`config.mk`:
```
export PLATFORM = sky130hd
export DESIGN_NAME = rope_front
export DESIGN_NICKNAME = d
export VERILOG_FILES = /design/src/rope_pkg.sv /design/src/rope_front.sv
export SDC_FILE = /design/constraint.sdc
export NUM_CORES = 1
export LEC_CHECK = 0
export ABC_CLOCK_PERIOD_IN_PS = 4800
export BUFFER_PORTS_ARGS = -buffer_cell sky130_fd_sc_hd__buf_4
export CORE_MARGIN = 10
export CORE_UTILIZATION = 50
export DETAILED_ROUTE_END_ITERATION = 10
export GPL_TIMING_DRIVEN = 0
export PLACE_DENSITY_LB_ADDON = 0.08
export SYNTH_ARGS = -nofsm -noshare
export SYNTH_HDL_FRONTEND = slang
export SYNTH_SLANG_ARGS = --single-unit
```
`constraint.sdc`:
```
create_clock -name clk -period 4.8 [get_ports clk]
set_clock_uncertainty 0.1 [all_clocks]
set_input_delay 0.24 -clock clk [delete_from_list [all_inputs] [get_ports clk]]
set_output_delay 0.24 -clock clk [all_outputs]
set_load 0.01 [all_outputs]
```
`src/rope_pkg.sv`:
```
// Package for the rotary position embedding block: sizes, register indexes,
// payload structs and the command format passed from front end to back end.
// No dependencies.
package rope_pkg;

  localparam int MAX_HALF  = 64;
  localparam int MAX_HEADS = 64;
  localparam int QDEPTH    = 4;
  localparam int QPTR_W    = $clog2(QDEPTH);

  localparam logic [6:0]  HALF_RESET = 7'd64;
  localparam logic [6:0]  HEADS_RESET = 7'd32;
  localparam logic [15:0] SEQ_RESET  = 16'd2048;

  // Configuration register indexes
  localparam logic [1:0] REG_HALF_DIM   = 2'd0;
  localparam logic [1:0] REG_NUM_HEADS  = 2'd1;
  localparam logic [1:0] REG_SEQ_LENGTH = 2'd2;

  // Input operation codes
  localparam logic OP_LOAD = 1'b0;
  localparam logic OP_DATA = 1'b1;

  typedef struct packed {
    logic               operation;
    logic [5:0]         angle_index;
    logic signed [15:0] angle_cos;
    logic signed [15:0] angle_sin;
    logic signed [15:0] element_value;
  } rope_in_t;

  typedef struct packed {
    logic [5:0]         pair_index;
    logic signed [15:0] rotated_low;
    logic signed [15:0] rotated_high;
    logic               is_key;
    logic [5:0]         head_number;
    logic               end_of_vector;
    logic               end_of_position;
    logic               end_of_sequence;
    logic               saturated;
  } rope_out_t;

  typedef enum logic [1:0] {
    KIND_LOAD,
    KIND_STORE,
    KIND_ROTATE
  } rope_kind_t;

  typedef struct packed {
    logic       is_key;
    logic [5:0] head_number;
    logic       eov;
    logic       eop;
    logic       eos;
  } rope_tag_t;

  typedef struct packed {
    rope_kind_t         kind;
    logic [5:0]         addr;
    logic signed [15:0] val_a;
    logic signed [15:0] val_b;
    rope_tag_t          tag;
  } rope_cmd_t;

  typedef struct packed {
    logic empty;
    logic full;
  } rope_qstat_t;

endpackage

```
`src/rope_front.sv`:
```
// Front end of the rotary position embedding block: configuration registers,
// stream counters and classification of input beats into commands.
// Depends on rope_pkg.
module rope_front (
  input  logic               clk,
  input  logic               rst_n,
  input  logic               in_valid,
  output logic               in_ready,
  input  rope_pkg::rope_in_t in_item,
  input  logic               cfg_we,
  input  logic [1:0]         cfg_index,
  input  logic [15:0]        cfg_data,
  input  rope_pkg::rope_qstat_t q_stat,
  output logic               push,
  output rope_pkg::rope_cmd_t push_cmd,
  output logic [6:0]         half_eff
);

  logic [6:0]  half_r, half_nxt;
  logic [6:0]  heads_r, heads_nxt;
  logic [15:0] seq_r, seq_nxt;
  logic [6:0]  elem_r, elem_nxt;
  logic        key_r, key_nxt;
  logic [5:0]  head_r, head_nxt;
  logic [15:0] pos_r, pos_nxt;
  logic        accept;
  logic [6:0]  j7;
  logic        eov, eop, eos;
  logic        restart;

  assign in_ready = !q_stat.full;
  assign accept   = in_valid && in_ready;
  assign half_eff = half_r;

  assign j7  = elem_r - half_r;
  assign eov = (j7 + 7'd1) == half_r;
  assign eop = eov && key_r && (({1'b0, head_r} + 7'd1) >= heads_r);
  assign eos = eop && (({1'b0, pos_r} + 17'd1) >= {1'b0, seq_r});

  always_comb begin
    half_nxt  = half_r;
    heads_nxt = heads_r;
    seq_nxt   = seq_r;
    restart   = 1'b0;
    if (cfg_we) begin
      case (cfg_index)
        rope_pkg::REG_HALF_DIM: begin
          restart = 1'b1;
          if (cfg_data[6:0] == 7'd0) begin
            half_nxt = 7'd1;
          end else if (cfg_data[6:0] > 7'(rope_pkg::MAX_HALF)) begin
            half_nxt = 7'(rope_pkg::MAX_HALF);
          end else begin
            half_nxt = cfg_data[6:0];
          end
        end
        rope_pkg::REG_NUM_HEADS: begin
          restart = 1'b1;
          if (cfg_data[6:0] == 7'd0) begin
            heads_nxt = 7'd1;
          end else if (cfg_data[6:0] > 7'(rope_pkg::MAX_HEADS)) begin
            heads_nxt = 7'(rope_pkg::MAX_HEADS);
          end else begin
            heads_nxt = cfg_data[6:0];
          end
        end
        rope_pkg::REG_SEQ_LENGTH: begin
          restart = 1'b1;
          seq_nxt = (cfg_data == 16'd0) ? 16'd1 : cfg_data;
        end
        default: begin
          restart = 1'b0;
        end
      endcase
    end
  end

  always_comb begin
    elem_nxt = elem_r;
    key_nxt  = key_r;
    head_nxt = head_r;
    pos_nxt  = pos_r;
    push     = 1'b0;
    push_cmd.kind  = rope_pkg::KIND_LOAD;
    push_cmd.addr  = in_item.angle_index;
    push_cmd.val_a = in_item.angle_cos;
    push_cmd.val_b = in_item.angle_sin;
    push_cmd.tag.is_key      = key_r;
    push_cmd.tag.head_number = head_r;
    push_cmd.tag.eov         = eov;
    push_cmd.tag.eop         = eop;
    push_cmd.tag.eos         = eos;
    if (accept) begin
      if (in_item.operation == rope_pkg::OP_LOAD) begin
        // drop loads beyond the active half
        push = {1'b0, in_item.angle_index} < half_r;
      end else begin
        push = 1'b1;
        push_cmd.val_a = in_item.element_value;
        if (elem_r < half_r) begin
          push_cmd.kind = rope_pkg::KIND_STORE;
          push_cmd.addr = elem_r[5:0];
          elem_nxt      = elem_r + 7'd1;
        end else begin
          push_cmd.kind = rope_pkg::KIND_ROTATE;
          push_cmd.addr = j7[5:0];
          if (!eov) begin
            elem_nxt = elem_r + 7'd1;
          end else begin
            elem_nxt = 7'd0;
            if (!key_r) begin
              key_nxt = 1'b1;
            end else begin
              key_nxt = 1'b0;
              if (!eop) begin
                head_nxt = head_r + 6'd1;
              end else begin
                head_nxt = 6'd0;
                pos_nxt  = eos ? 16'd0 : pos_r + 16'd1;
              end
            end
          end
        end
      end
    end
    if (restart) begin
      elem_nxt = 7'd0;
      key_nxt  = 1'b0;
      head_nxt = 6'd0;
      pos_nxt  = 16'd0;
    end
  end

  always_ff @(posedge clk) begin
    if (!rst_n) begin
      half_r  <= rope_pkg::HALF_RESET;
      heads_r <= rope_pkg::HEADS_RESET;
      seq_r   <= rope_pkg::SEQ_RESET;
      elem_r  <= 7'd0;
      key_r   <= 1'b0;
      head_r  <= 6'd0;
      pos_r   <= 16'd0;
    end else begin
      half_r  <= half_nxt;
      heads_r <= heads_nxt;
      seq_r   <= seq_nxt;
      elem_r  <= elem_nxt;
      key_r   <= key_nxt;
      head_r  <= head_nxt;
      pos_r   <= pos_nxt;
    end
  end

endmodule

```
; ---- Yosys cells after proc, flatten, opt, wreduce, memory -nomap -nowiden
; Cells that the tools add are included.
; W data, S select, Z words.
[classes]
add_sub_neg = 7
magnitude_cmp = 5
eq_ne = 3
mux = 15
n_bitwise = 2
n_reduce_logical = 17
[op_table]
columns = op, count
row1 = $mux W24, 2
row2 = $mux W16, 2
row3 = $mux W7, 4
row4 = $add A16 B1 Y17 const B, 1
row5 = $ge A17 B16 Y1, 1
row6 = $add A16 B1 Y16 const B, 1
row7 = $logic_not A16 Y1, 1
row8 = $add A7 B1 Y7 const B, 2
row9 = $mux W8, 1
row10 = $reduce_and A2 Y1, 4
row11 = $add A6 B1 Y7 const B, 1
row12 = $eq A7 B7 Y1, 1
row13 = $ge A7 B7 Y1, 1
row14 = $gt A7 B7 Y1 const B, 1
row15 = $logic_not A7 Y1, 1
row16 = $lt A6 B7 Y1, 1
row17 = $lt A7 B7 Y1, 1
row18 = $sub A7 B7 Y7, 1
row19 = $add A6 B1 Y6 const B, 1
row20 = $mux W6, 1
row21 = $reduce_and A6 Y1, 1
row22 = $mux W1, 5
row23 = $reduce_and A5 Y1, 1
row24 = $logic_and A1 B1 Y1, 4
row25 = other kinds (8), 9
[totals]
ff_bits = 60
input_bits = 79
out_inout_bits = 59
word_cells = 56

; ---- Longest topological paths before layout
[depth]
ltp_word = 7
depth_mapped = 16
depth_no_buf = 15

; ---- Worst setup path before layout
; Ideal clock, no wire load.
[synth_timing]
path_kind = reg-to-output
from = register pos_r[0]
to = output push_cmd[0] (netlist bit)
t_arrival_ns = 3.316
required_ns = 4.460
setup_slack_ns = 1.144
path_stages_with_launch = 17
path_cell_list = dfxtp_1 -> ha_1 -> and3_1 -> nand3_1 -> nor2_1 -> and4_1 -> xor2_1 -> ha_1 -> a21o_1 -> a21oi_1 -> o21ai_0 -> a31oi_1 -> o21ai_0 -> nor2_1 -> clkbuf_1 -> nor3_1 -> buf_4
[synth_via]
elab_chain_len = 3
[synth_rtl]
columns = element, line_no
row1 = from (decl), rope_front.sv:25  ; logic [15:0] pos_r, pos_nxt;
row2 = from (signal assigned), rope_front.sv:150  ; pos_r <= pos_nxt;
row3 = $add A16 B1 Y17, rope_front.sv:38  ; assign eos = eop && (({1'b0, pos_r} + 17'd1) >= {1'b0, seq_r});
row4 = $ge A17 B16 Y1, rope_front.sv:38
row5 = $logic_and A1 B1 Y1, rope_front.sv:38
row6 = to (decl), rope_front.sv:15  ; output rope_pkg::rope_cmd_t push_cmd,
; No other way between the ends.

; ---- Worst setup path in the final report
; Ends and elaborated chain as after synthesis.

==> flow_summary.ini <==
[outcome]
status = finished, final reports clean

[power_and_ir_drop]
pwr-share-comb_pct = 22.1
leakage_nw = 2.63
pwr_density_cell_nw_per_um2 = 216
max-vdd-ir-drop_mv = 0.158
power.sequential.fraction_pct = 40.5
cellInternalPower_w = 0.000903
p_sw_w = 0.000359
power.share.clock_pct = 37.4
netSwitchingFraction_pct = 28.4
post-layout-total-power_w = 0.00126

[timing]
post-route-period-util_pct = 93.2
setup-tns-final_ps = 0
final-hold-violation-count = 0
relSlewSlack_pct = 43.3
slew_violations = 0
final_period_minus_worst_setup_slack_ps = 4470
tightestPinTransition_ps = 843
grt_setup_unrepaired = false
clock.fmax_mhz = 224
timing.hold.ws_ps = 27.3
finalSetupViolCount = 0

[yosys]
synth_ff_type = sky130_fd_sc_hd__dfxtp_1
post-synth-top-area-cell = sky130_fd_sc_hd__dfxtp_1
synthesis.area_per_instance_sq_um = 7.61
synth_enable_flop_cells = 0
synth_async_sr_flop_share_pct = 0
mappedNetlistArea_sq_um = 4580
synthDominantCellAreaShare_pct = 26.2
synth_fp_nets = 721
synth.most_common_cell = sky130_fd_sc_hd__nand2_1
netlist_instances = 602
netlist_top_cells_count = sky130_fd_sc_hd__nand2_1, sky130_fd_sc_hd__dfxtp_1, sky130_fd_sc_hd__inv_1
yosys_register_bits = 60
synth.area.top_cells = sky130_fd_sc_hd__dfxtp_1, sky130_fd_sc_hd__ha_1, sky130_fd_sc_hd__nand2_1
synthDistinctLibCells = 64
synthesis.yosys.warnings = 0
synth.yosys.seq_area_share_pct = 26.2

[worst_setup_path]
worst-setup-path-type = reg -> out
crit_arrival_ps = 4130
worst_ep_required_time_ps = 4460
sort_of_element_at_the_start_of_the_critical_path = flip-flop
crit_fanout = 10
rr_worst_depth = 16
endpoint_kind = output port

[clock_tree]
cts_tree = done
clockBufferDepth = 2
clock-root-buffer = sky130_fd_sc_hd__clkbuf_8
clock_latency_ps = 350
ctsHoldBuffers = 0
clock-sinks = 60
cts-htree-levels = 3
tritoncts.num_buffers = 9
clk_pin_slew_worst_paths_ps = 70

[floorplanning]
design.portCount = 138
core.rowCount = 34
initial_core_util_pct = 52.0
die_area_sq_um = 13400
design.core.area_sq_um = 8810
die_height_um = 116
floorplan.die.width_um = 116

[place]
place.port_buffers = 120
placed_wire_length_estimate_um = 10800
gp_routability_congestion = 0.904

[flow_run]
cap_violations = 0

[final_layout]
nets = 853
antennaDiodeCount = 0
drive_above_1_share_pct = 24.5
area_growth_pct = 27.4

[route]
detailedRoute.firstPassIterationCount = 5
dr.first_iter.drc_count = 268
detail_route.drc_violations = 0
viasPerCell = 5.43
finalWirelength_um = 13400
num_vias = 4602
route.antenna.remaining_nets = 0
routedWlPerCell_um = 15.8

[hold_path]
hold_class = in -> reg
min_path_cells = 3

[global_routing]
grt_pass1_vias = 4476
gr-usage-all-layers_pct = 19.9
grt_first_pass_wirelength_um = 21900
globalRouteOverflowTotal = 0
grt_max_degree = 11
number_of_antenna_violations_at_the_first_check_in_global_routing = 0
## layer usage
| metal | vias to the layer above | track usage (%) | part of all wire, % |
|---|---|---|---|
| met2 | 175 | 31.5 | 45 |
| li1 | 2317 | - | - |
| met1 | 2089 | 26.4 | 46 |
| met4 | 0 | 4.50 | 1.2 |
| met5 | - | 0 | 0 |
| met3 | 21 | 5.53 | 7.9 |
## flip-flops by register name (all words and copies together), names as in the netlist
signal    flops
head_r        6
heads_r       7
elem_r        7
pos_r        16
key_r         1
half_eff      7
seq_r        16
## worst paths after layout
kind / from / slack, ps / endpoint
min reg2reg: seq_r[6] / 360 / seq_r[6]
max: pos_r[0] / 330 / push_cmd[0]
max reg2reg: pos_r[0] / 870 / pos_r[12]
min: cfg_data[11] / 30 / seq_r[11]
## layout by cell type, fill, tap and decap left out, types with 17 or more instances in the layout
master | synthesis | layout
sky130_fd_sc_hd__buf_4 | 23 | 144
sky130_fd_sc_hd__nand2_1 | 112 | 112
sky130_fd_sc_hd__dfxtp_1 | 60 | 60
sky130_fd_sc_hd__inv_1 | 46 | 46
sky130_fd_sc_hd__ha_1 | 39 | 39
sky130_fd_sc_hd__o21ai_0 | 29 | 28
sky130_fd_sc_hd__a21oi_1 | 28 | 28
sky130_fd_sc_hd__nor2_1 | 27 | 26
sky130_fd_sc_hd__clkbuf_1 | 21 | 21
sky130_fd_sc_hd__nor2b_1 | 20 | 20
sky130_fd_sc_hd__nand4_1 | 17 | 17
## timing repair
action | CTS | global route
setup buffers | 0 | 1
pin swaps | 0 | 1
gates resized for setup | 2 | 2
gates cloned | 0 | 0
endpoints found under the setup margin | 1 | 1
## power groups by stage
stage | Sequential (W) | Combinational (W) | Clock [W]
floorplan | 0.000522 | 0.000155 | 0
global placement | 0.000522 | 0.000268 | 0
detailed placement | 0.000523 | 0.000276 | 0
CTS | 0.000511 | 0.000278 | 0.000476
global route | 0.000512 | 0.000304 | 0.000497
finish | 0.000512 | 0.000278 | 0.000472
## kinds of logic (layout without fill, tap and decap cells)
group	count (synthesis)	in the layout	share of synthesized area (%)
AND/OR/NAND/NOR	241	241	25.9
AO/OA/AOI/OAI	124	124	17.9
buffers and inverters	92	229	9.48
flip-flops	60	60	26.2
adder cells (fa/ha/maj)	40	40	11.1
XOR/XNOR	33	33	6.77
multiplexers	12	12	2.62
## stage by stage
step	cell area [sq um]	setup slack [ps]	utilization, %	cells
floorplan	4580	1140	-	602
global placement	5620	354	63.8	830
detailed placement	5620	186	63.8	830
CTS	5820	62.0	66.1	846
global route	5840	64.8	66.3	847
finish	5840	326	66.3	847
## layout make-up
class,instances,area (sq um)
fillers,766,2970
multi-input cells,450,2950
flip-flops and latches,60,1200
repair buffers,121,908
plain buffers,46,263
inverters,46,173
clock buffers,12,155
well taps,108,135
clock inverters,4,47.5
## worst max-delay path: stages, from the launching register on
cell                       delay, ps
sky130_fd_sc_hd__dfxtp_1         420
sky130_fd_sc_hd__and3_1          210
sky130_fd_sc_hd__and3_1          160
sky130_fd_sc_hd__clkbuf_1        230
sky130_fd_sc_hd__nand3_1         260
sky130_fd_sc_hd__nor2_1          350
sky130_fd_sc_hd__xor2_1          160
sky130_fd_sc_hd__ha_1            330
sky130_fd_sc_hd__a21oi_1          90
sky130_fd_sc_hd__o21ai_0         260
sky130_fd_sc_hd__nand3_1         110
sky130_fd_sc_hd__o21ai_1         430
sky130_fd_sc_hd__nor2_2          110
sky130_fd_sc_hd__clkbuf_2        240
sky130_fd_sc_hd__nor3_1          190
sky130_fd_sc_hd__buf_4           130
sky130_fd_sc_hd__buf_4           110
(Power assumes the default switching activity.)
