===== src/rope_pkg.sv =====
// Package for the rotary position embedding block: sizes, register indexes,
// payload structs and the command format passed from front end to back end.
// No dependencies.
package rope_pkg;

  localparam int MAX_HALF  = 64;
  localparam int MAX_HEADS = 64;
  localparam int QDEPTH    = 4;
  localparam int QPTR_W    = $clog2(QDEPTH);

  localparam logic [6:0]  HALF_RESET = 7'd64;
  localparam logic [6:0]  HEADS_RESET = 7'd32;
  localparam logic [15:0] SEQ_RESET  = 16'd2048;

  // Configuration register indexes
  localparam logic [1:0] REG_HALF_DIM   = 2'd0;
  localparam logic [1:0] REG_NUM_HEADS  = 2'd1;
  localparam logic [1:0] REG_SEQ_LENGTH = 2'd2;

  // Input operation codes
  localparam logic OP_LOAD = 1'b0;
  localparam logic OP_DATA = 1'b1;

  typedef struct packed {
    logic               operation;
    logic [5:0]         angle_index;
    logic signed [15:0] angle_cos;
    logic signed [15:0] angle_sin;
    logic signed [15:0] element_value;
  } rope_in_t;

  typedef struct packed {
    logic [5:0]         pair_index;
    logic signed [15:0] rotated_low;
    logic signed [15:0] rotated_high;
    logic               is_key;
    logic [5:0]         head_number;
    logic               end_of_vector;
    logic               end_of_position;
    logic               end_of_sequence;
    logic               saturated;
  } rope_out_t;

  typedef enum logic [1:0] {
    KIND_LOAD,
    KIND_STORE,
    KIND_ROTATE
  } rope_kind_t;

  typedef struct packed {
    logic       is_key;
    logic [5:0] head_number;
    logic       eov;
    logic       eop;
    logic       eos;
  } rope_tag_t;

  typedef struct packed {
    rope_kind_t         kind;
    logic [5:0]         addr;
    logic signed [15:0] val_a;
    logic signed [15:0] val_b;
    rope_tag_t          tag;
  } rope_cmd_t;

  typedef struct packed {
    logic empty;
    logic full;
  } rope_qstat_t;

endpackage


===== src/rope_queue.sv =====
// Short command queue between the front and back ends of the rotary
// position embedding block. Depends on rope_pkg.
module rope_queue (
  input  logic                  clk,
  input  logic                  rst_n,
  input  logic                  push,
  input  rope_pkg::rope_cmd_t   push_cmd,
  input  logic                  pop,
  output rope_pkg::rope_cmd_t   head_cmd,
  output rope_pkg::rope_qstat_t q_stat
);

  rope_pkg::rope_cmd_t             slot_r [rope_pkg::QDEPTH];
  logic [rope_pkg::QPTR_W-1:0]     wptr_r, wptr_nxt;
  logic [rope_pkg::QPTR_W-1:0]     rptr_r, rptr_nxt;
  logic [rope_pkg::QPTR_W:0]       count_r, count_nxt;
  logic                            do_pop;

  assign q_stat.empty = count_r == '0;
  assign q_stat.full  = count_r == (rope_pkg::QPTR_W + 1)'(rope_pkg::QDEPTH);
  assign head_cmd     = slot_r[rptr_r];
  assign do_pop       = pop && !q_stat.empty;

  always_comb begin
    wptr_nxt  = push ? wptr_r + 1'b1 : wptr_r;
    rptr_nxt  = do_pop ? rptr_r + 1'b1 : rptr_r;
    count_nxt = count_r;
    if (push && !do_pop) begin
      count_nxt = count_r + 1'b1;
    end else if (!push && do_pop) begin
      count_nxt = count_r - 1'b1;
    end
  end

  always_ff @(posedge clk) begin
    if (push) begin
      slot_r[wptr_r] <= push_cmd;
    end
  end

  always_ff @(posedge clk) begin
    if (!rst_n) begin
      wptr_r  <= '0;
      rptr_r  <= '0;
      count_r <= '0;
    end else begin
      wptr_r  <= wptr_nxt;
      rptr_r  <= rptr_nxt;
      count_r <= count_nxt;
    end
  end

endmodule


===== config.mk =====
export PLATFORM = sky130hd
export DESIGN_NAME = rope_queue
export DESIGN_NICKNAME = d
export VERILOG_FILES = /design/src/rope_pkg.sv /design/src/rope_queue.sv
export SDC_FILE = /design/constraint.sdc
export NUM_CORES = 1
export LEC_CHECK = 0
export BUFFER_PORTS_ARGS = -buffer_cell sky130_fd_sc_hd__buf_2
export CAP_MARGIN = 20
export CORE_MARGIN = 2
export CORE_UTILIZATION = 45
export CTS_CLUSTER_DIAMETER = 200
export DETAILED_ROUTE_END_ITERATION = 6
export HOLD_SLACK_MARGIN = 0.02
export SYNTH_ARGS = -nofsm -noshare
export SYNTH_HDL_FRONTEND = slang
export SYNTH_SLANG_ARGS = --single-unit

===== constraint.sdc =====
create_clock -name clk -period 5.5 [get_ports clk]
set_input_delay 1.1 -clock clk [delete_from_list [all_inputs] [get_ports clk]]
set_output_delay 1.1 -clock clk [all_outputs]
set_load 0.005 [all_outputs]

# Yosys cells after proc, flatten, opt, wreduce, memory -nomap -nowiden
# Memories as Yosys holds them, arrays and structs flattened. A register that Yosys moved wholly into a read port is not among the register bits.
# Index checks and enable logic that the tools add are counted.
# Widths: inputs -> output; s select.
dict set report totals {
  in_bits 54
  out_inout_bits 52
  mem_bits_ro 0
  latchBits 0
  ff_bits 7
  ramBits 200
  elab_cells 23
  mem_count 1
}
# name depth width read_ports rd_clocked_by_memory_dff write_ports line
set memory_table {}
lappend memory_table {slot_r 4 50 1 1 1 rope_queue.sv:13} ;# rope_pkg::rope_cmd_t slot_r [rope_pkg::QDEPTH];
dict set report op_classes {
  div_mod_pow 0
  reduce_logical 8
  mul 0
  n_addsub 4
  shifts 0
  magnitude_cmp 0
  eq_ne 1
  mux 6
  bitwise 0
}
# cell count
set op_table {}
lappend op_table {{$mux 3} 2}
lappend op_table {{$add 2x1->2 const B} 2}
lappend op_table {{$mux 2} 2}
lappend op_table {{$add 3x1->3 const B} 1}
lappend op_table {{$eq 3x3->1 const B} 1}
lappend op_table {{$logic_and 1x1->1} 3}
lappend op_table {{$logic_not 1->1} 3}
lappend op_table {{$logic_not 3->1} 1}
lappend op_table {{$sub 3x1->3 const B} 1}
lappend op_table {{$mux 1} 2}
lappend op_table {{$reduce_bool 2->1} 1}

# Longest topological paths before layout
# Gate-level depths: netlist of the first run.
dict set report logic_depth {
  depth_word 6
  ltp_mapped 7
}

# Least setup slack after synthesis of the first run
# Ideal clock, no wire load.
dict set report synth_timing {
  path_type {input port to flip-flop}
  start {input port push}
  end {memory slot_r[0][0] in the netlist's numbering (enable)}
  t_arrival_ns 2.294
  cell_stages 1
  t_required_ns 5.087
  setup_slack_ns 2.793
  path_cell_list {and2_1}
}
dict set report synth_via {
  elab_chain_cells 2
}
# element line
set synth_rtl {}
lappend synth_rtl {{from (decl)} rope_queue.sv:6} ;# input logic push,
lappend synth_rtl {{$mux 1} rope_queue.sv:36} ;# if (push) begin
lappend synth_rtl {{$mux 1 (implied by the code)} rope_queue.sv:37} ;# slot_r[wptr_r] <= push_cmd;
lappend synth_rtl {{to (decl)} rope_queue.sv:13}
# No other way between the ends.

==> metrics.log, run 1 <==
INFO  metric worst-path-max-fanout = 31
INFO  metric antenna_found_initial = 0
INFO  metric tritoncts = done
INFO  metric clk_latency = 0.49 ns
INFO  metric floorplan.die.height = 135 microns
INFO  metric report.final.slew_viol_count = 0
INFO  metric synth-edff-count = 200
INFO  metric place_inst = 623
INFO  metric tritoncts.num_buffers = 22
INFO  metric post_synth_instance_area = 7750 sq um
INFO  metric track_usage = 15.1%
INFO  metric floorplan.initialDensity = 46.4%
INFO  metric critical_path_class = flop to primary output
INFO  metric hold_sp = wptr_r[1]
INFO  metric slowest_stage = dfxtp_2
INFO  metric final_cells = 660
INFO  metric combinationalPowerShare = 18.5%
INFO  metric final_antenna_net_count = 0
INFO  metric lkg_pwr = 3.09 nW
INFO  metric worst_pin_slew = 0.766 ns
INFO  metric synth.top_cells.by_area = edfxtp_1, mux4_2, dfxtp_1
INFO  metric yosys.area_share.simple = 1.13%
INFO  metric die_width = 135 microns
INFO  metric route.vias.total = 3486
INFO  metric outcome = finished clean
INFO  metric dp_slack = 2.48 ns
INFO  metric fin_hold_ws = 0.585 ns
INFO  metric synth.mux.area_fraction = 14.8%
INFO  metric globalplace.congestion = 0.665
INFO  metric drt-wirelength-per-cell = 20.3 microns
INFO  metric power = 4.06 mW
INFO  metric synth_adder_area_share = 1.07%
INFO  metric critical_path.cell_chain = buf_4, mux4_2, buf_2
INFO  metric synth.most_common_cell = edfxtp_1
INFO  metric design_area = 9160 sq um
INFO  metric postLayoutCoreUtil = 54.9%
INFO  metric synth_largest_type_area_fraction = 77.5%
INFO  metric final_cycle_utilization_of_the_critical_path = 61.9%
INFO  metric fin_setup_tns = 0 ns
INFO  metric sort_of_element_at_the_end_of_the_critical_path = primary output
INFO  metric drt_iter0_drc = 179
INFO  metric io-pin-count = 106
INFO  metric setup_buffers_after_cts = 0
INFO  metric synthesis.area_per_instance = 25.4 sq um
INFO  metric timing.critical_path.slowest_cell_delay = 0.69 ns
INFO  metric nFillCells = 1324
INFO  metric achievable-frequency = 294 MHz
INFO  metric dpl.hpwl = 7.78 mm
INFO  metric grt_max_degree = 51
INFO  metric final_hold_viol_count = 0
INFO  metric netlist_top_cells_count = edfxtp_1, mux4_2, and2_1, dfxtp_1
INFO  metric min-delay-path-class = flop to flop
INFO  metric combinational_family_with_the_most_area_after_synthesis = multiplexers
INFO  metric grt_pass1_vias = 3774
INFO  metric placed_area = 8460 sq um
INFO  metric drc = 0
INFO  metric cell_count_after_synthesis = 305
INFO  metric netSwitchingFraction = 23.2%
INFO  metric switching_power = 0.943 mW
INFO  metric core-area = 16700 sq um
INFO  metric timing.rr.start = count_r[1]
INFO  metric max_ir_drop_vdd = 0.248 mV
INFO  metric skew = 0.00858 ns
INFO  metric synth_async_sr_flop_share = 0%
INFO  metric portBuffers = 105
INFO  metric post_synthesis_xor_xnor_area_fraction = 0.565%
INFO  metric arrival = 2.30 ns
INFO  metric worst_setup_hold_path_clk_slew = 0.06 ns
INFO  metric top_ff_cell_synth = edfxtp_1
INFO  metric yosysUniqueCellTypes = 22
INFO  metric grt_pass1_wl = 20.8 mm
INFO  metric num_antenna_cells = 0
INFO  metric rsz0062_at_grt = no
INFO  metric slew_headroom = 48.9%
INFO  metric fp-row-count = 47
INFO  metric htree_num_levels = 1
INFO  metric totalWireLength = 13.4 mm
INFO  metric worst_ep_required = 4.40 ns
INFO  metric cts-hold-fix-buffers = 0
INFO  metric first_pass_iters = 5
INFO  metric synth-compound-area-share = 0.646%
INFO  metric setup-violations-final = 0
INFO  metric layout-drive-gt1-share = 44.8%
INFO  metric synthesized_nets = 365
INFO  metric cts.repair.resized = 0
INFO  metric routed_via_density = 5.28
INFO  metric cts_root_buf = clkbuf_16
INFO  metric powerDensity = 443 nW/um^2
INFO  metric nets_finish = 488
INFO  metric power.clock.fraction = 34.3%
INFO  metric floorplan.die_area = 18300 sq um
INFO  metric seq_power_share = 47.1%
INFO  metric cts_buffer_depth = 3
INFO  metric critPathLaunchType = flop
INFO  metric internal_power = 3.12 mW
INFO  metric post-synth-top-area-cell = edfxtp_1
INFO  metric post-route-worst-setup-slack = 2.10 ns
INFO  metric synth-seq-area-share = 79.8%
INFO  metric cts.sink_count = 209
INFO  metric warning_count_from_the_yosys_run = 0
INFO  metric syn2layout_area_growth = 18.3%
INFO  metric min_period = 3.40 ns
INFO  metric globalRouteOverflowTotal = 0
INFO  metric synth_seq_cells = 209
INFO  metric max_cap_viol_count = 0
logic make-up (layout without fill, tap and decap cells):
group | Yosys count | after routing
simple gates | 14 | 14
compound gates | 4 | 4
buf+inv | 15 | 150
fa+ha+maj | 6 | 6
mux | 52 | 52
xor+xnor | 5 | 5
flops | 209 | 209
routing by layer:
metal | share of wire (%) | vias to the layer above | wire, microns | track usage [%]
met5 | 0 | - | 0 | 0
met4 | 2.3 | 0 | 308 | 4.46
met3 | 6.2 | 27 | 837 | 3.74
met2 | 48 | 103 | 6490 | 24.8
met1 | 43 | 1826 | 5790 | 20.2
li1 | - | 1530 | - | -
power by group through the flow:
stage	sequential (mW)	clock, mW	combinational (mW)
4_1_cts	2.01	1.44	0.662
6_report	1.91	1.39	0.752
2_1_floorplan	1.90	0	0.585
5_1_grt	1.93	1.49	0.821
3_5_place_dp	2.04	0	0.659
3_3_place_gp	2.04	0	0.652
flip-flops by register name (all words and copies together), names as in the netlist, named ones only:
register / count
slot_r: 200
count_r: 3
rptr_r: 2
wptr_r: 2
layout make-up:
| type | instances | area, sq um | area share (%) |
|---|---|---|---|
| Clock buffer | 27 | 591 | 6.44 |
| Clock inverter | 9 | 90.1 | 0.983 |
| Inverter | 3 | 11.3 | 0.123 |
| Multi-Input combinational cell | 81 | 1420 | 15.4 |
| Sequential cell | 209 | 6190 | 67.6 |
| Tap cell | 220 | 275 | 3.00 |
| Timing Repair Buffer | 111 | 591 | 6.44 |
path summary, 6_finish.rpt:
path | cells past startpoint | end | slack [ns]
worst min-delay path | 2 | wptr_r[1] | 0.58
worst min register to register | 2 | wptr_r[1] | 0.58
worst max register to register | 7 | count_r[2] | 3.41
worst max-delay path | 3 | head_cmd[14] | 2.10
critical path, delay by kind of cell, from the launching register on:
| kind | cells | cell delay, ns |
|---|---|---|
| buf+inv | 2 | 0.69 |
| flops | 1 | 0.69 |
| mux | 1 | 0.42 |
layout by cell type, fill, tap and decap left out:
| cell | instances |
|---|---|
| a21boi_0 | 1 |
| bufinv_16 | 2 |
| or3_1 | 1 |
| o21ai_0 | 1 |
| fa_1 | 1 |
| o31ai_4 | 1 |
| ha_1 | 5 |
| edfxtp_1 | 200 |
| dfxtp_4 | 1 |
| buf_2 | 105 |
| clkinv_1 | 4 |
| and2_1 | 5 |
| nor3_1 | 1 |
| mux2i_1 | 2 |
| xnor2_1 | 3 |
| buf_4 | 5 |
| buf_16 | 1 |
| o311ai_2 | 1 |
| mux4_2 | 50 |
| nor3b_1 | 1 |
| dfxtp_2 | 1 |
| nor2b_1 | 2 |
| clkbuf_1 | 4 |
| and2_2 | 4 |
| clkbuf_16 | 23 |
| inv_1 | 3 |
| dfxtp_1 | 7 |
| xor2_1 | 2 |
| clkinv_2 | 3 |
Power figures use the tool's default switching activity.
==> run 2, diff against run 1 <==
--- a/config.mk
+++ b/config.mk
@@ -12,6 +12,7 @@
 export CTS_CLUSTER_DIAMETER = 200
 export DETAILED_ROUTE_END_ITERATION = 6
 export HOLD_SLACK_MARGIN = 0.02
+export PLACE_DENSITY = 0.67
 export SYNTH_ARGS = -nofsm -noshare
 export SYNTH_HDL_FRONTEND = slang
 export SYNTH_SLANG_ARGS = --single-unit
==> constraint.sdc (replaced) <==
create_clock -name clk -period 2.8 [get_ports clk]
set_input_delay 0.56 -clock clk [delete_from_list [all_inputs] [get_ports clk]]
set_output_delay 0.56 -clock clk [all_outputs]
set_load 0.005 [all_outputs]
==> run 2 against run 1 <==
  * Wire length fell by 1.7%
  * Core utilization up 0.64 points
  * Critical path type unchanged
  * Die area is the same
==> metrics.log, run 2 (same netlist as run 1, synthesis figures left out) <==
INFO  metric totalWireLength = 13.2 mm
INFO  metric cts_root_buf = clkbuf_16
INFO  metric floorplan.initialDensity = 46.4%
INFO  metric cts-hold-fix-buffers = 0
INFO  metric htree_num_levels = 1
INFO  metric grt_pass1_vias = 3801
INFO  metric setup-violations-final = 0
INFO  metric io-pin-count = 106
INFO  metric dp_slack = 0.642 ns
INFO  metric skew = 0.00500 ns
INFO  metric final_cycle_utilization_of_the_critical_path = 87.4%
INFO  metric setup_buffers_after_cts = 0
INFO  metric tritoncts.num_buffers = 22
INFO  metric switching_power = 1.86 mW
INFO  metric final_cells = 669
INFO  metric report.final.slew_viol_count = 0
INFO  metric routed_via_density = 5.21
INFO  metric floorplan.die.height = 135 microns
INFO  metric grt_pass1_wl = 20.5 mm
INFO  metric sort_of_element_at_the_end_of_the_critical_path = primary output
INFO  metric worst_hold_path.num_cells = 1
INFO  metric design_area = 9270 sq um
INFO  metric min_period = 2.45 ns
INFO  metric num_antenna_cells = 0
INFO  metric track_usage = 14.8%
INFO  metric drc = 0
INFO  metric timing.rr.start = count_r[1]
INFO  metric cts.repair.resized = 0
INFO  metric worst_path_dominant_cell_family = flip-flops
INFO  metric cts_buffer_depth = 3
INFO  metric internal_power = 6.16 mW
INFO  metric combinationalPowerShare = 19.3%
INFO  metric arrival = 1.89 ns
INFO  metric post-route-worst-setup-slack = 0.354 ns
INFO  metric critical_path_class = flop to primary output
INFO  metric timing.critical_path.buf_inv = 2
INFO  metric nets_finish = 493
INFO  metric cts.sink_count = 209
INFO  metric slowest_stage = dfxtp_2
INFO  metric final_antenna_net_count = 0
INFO  metric most-common-layout-cells = edfxtp_1, buf_2, mux4_2, clkbuf_16, dfxtp_1
INFO  metric globalRouteOverflowTotal = 0
INFO  metric multiInputGateArea = 1420 sq um
INFO  metric max_cap_viol_count = 0
INFO  metric grt_max_degree = 51
INFO  metric nFillCells = 1292
INFO  metric core-area = 16700 sq um
INFO  metric first_pass_iters = 4
INFO  metric outcome = finished clean
INFO  metric power = 8.02 mW
INFO  metric floorplan.die_area = 18300 sq um
INFO  metric route.vias.total = 3486
INFO  metric mostFrequentLayoutCell = edfxtp_1
INFO  metric register_with_the_highest_flop_count = slot_r
INFO  metric antenna_found_initial = 0
INFO  metric dpl.hpwl = 7.72 mm
INFO  metric seq_power_share = 46.4%
INFO  metric worst_pin_slew = 0.531 ns
INFO  metric hold_sp = push_cmd[23]
INFO  metric r2r-end = count_r[2]
INFO  metric path_depth = 3
INFO  metric lkg_pwr = 3.13 nW
INFO  metric slew_headroom = 64.6%
INFO  metric final_hold_viol_count = 0
INFO  metric die_width = 135 microns
INFO  metric timing.critical_path.slowest_cell_delay = 0.66 ns
INFO  metric placed_area = 8560 sq um
INFO  metric largest_reg_flops = 200
INFO  metric worst_setup_hold_path_clk_slew = 0.06 ns
INFO  metric fp-row-count = 47
INFO  metric critical_path.cell_chain = buf_12, mux4_2, buf_2
INFO  metric netSwitchingFraction = 23.2%
INFO  metric power.clock.fraction = 34.3%
INFO  metric fin_setup_tns = 0 ns
INFO  metric max_ir_drop_vdd = 0.488 mV
INFO  metric achievable-frequency = 409 MHz
INFO  metric reg2reg_setup_slack = 0.72 ns
INFO  metric timing.reg2reg.worst_path_depth = 7
INFO  metric drt-wirelength-per-cell = 19.7 microns
INFO  metric globalplace.congestion = 0.701
INFO  metric clk_latency = 0.49 ns
INFO  metric rsz0062_at_grt = no
INFO  metric critPathLaunchType = flop
INFO  metric layout-drive-gt1-share = 45.7%
INFO  metric end_point_of_the_worst_hold_path = slot_r[3][23]
INFO  metric worst-path-max-fanout = 18
INFO  metric tritoncts = done
INFO  metric worst_ep_required = 2.24 ns
INFO  metric powerDensity = 866 nW/um^2
INFO  metric min-delay-path-class = input port to flop
INFO  metric drt_iter0_drc = 193
INFO  metric place_inst = 629
INFO  metric portBuffers = 105
INFO  metric leading_registers_by_flop_count = slot_r: 200 flops, count_r: 3 flops
INFO  metric syn2layout_area_growth = 19.7%
INFO  metric layout.area.seq = 6190 sq um
-- run 2: metal layers --
metal  track usage (%)  share of wire, %
met2              24.8                50
met5                 0                 0
met4              4.28               1.9
met3              2.88               5.2
met1              19.9                43
-- run 2: worst max path at each step --
stage                     start            to  slack [ns]
after floorplan            push  slot_r[0][0]        0.63
after global placement      pop    count_r[2]        0.71
after detailed placement    pop    count_r[2]        0.64
after CTS                  flop  head_cmd[19]        0.32
after global routing       flop  head_cmd[20]        0.26
final                      flop  head_cmd[20]        0.35
-- run 2: through the flow --
step,util [%],hold WS (ns)
final,55.5,0.283
after global routing,55.5,0.271
after CTS,55.5,0.259
after detailed placement,51.3,0.573
after global placement,51.3,0.554
after floorplan,-,0.528
-- run 2: power by group through the flow --
| stage | clock [mW] | combinational (mW) | sequential [mW] |
|---|---|---|---|
| after global routing | 2.94 | 1.70 | 3.74 |
| after CTS | 2.84 | 1.60 | 3.72 |
| final | 2.76 | 1.55 | 3.72 |
| after global placement | 0 | 1.58 | 3.78 |
| after detailed placement | 0 | 1.60 | 3.79 |
| after floorplan | 0 | 1.15 | 3.74 |
-- run 2: final cells by class --
cell class                 count  area share [%]
sequential                   209            66.8
clock buffer                  31            6.86
timing repair buffer         116            7.23
multi-input combinational     81            15.3
tap                          220            2.97
inverter                       3           0.121
clock inverter                 9           0.769
-- run 2: worst reg2reg max path, stage by stage (launching register included) --
cell	delay [ns]
dfxtp_1	0.39
o31ai_4	0.31
ha_1	0.23
inv_1	0.06
fa_1	0.37
xor2_1	0.18
or3_1	0.30
a21boi_0	0.16
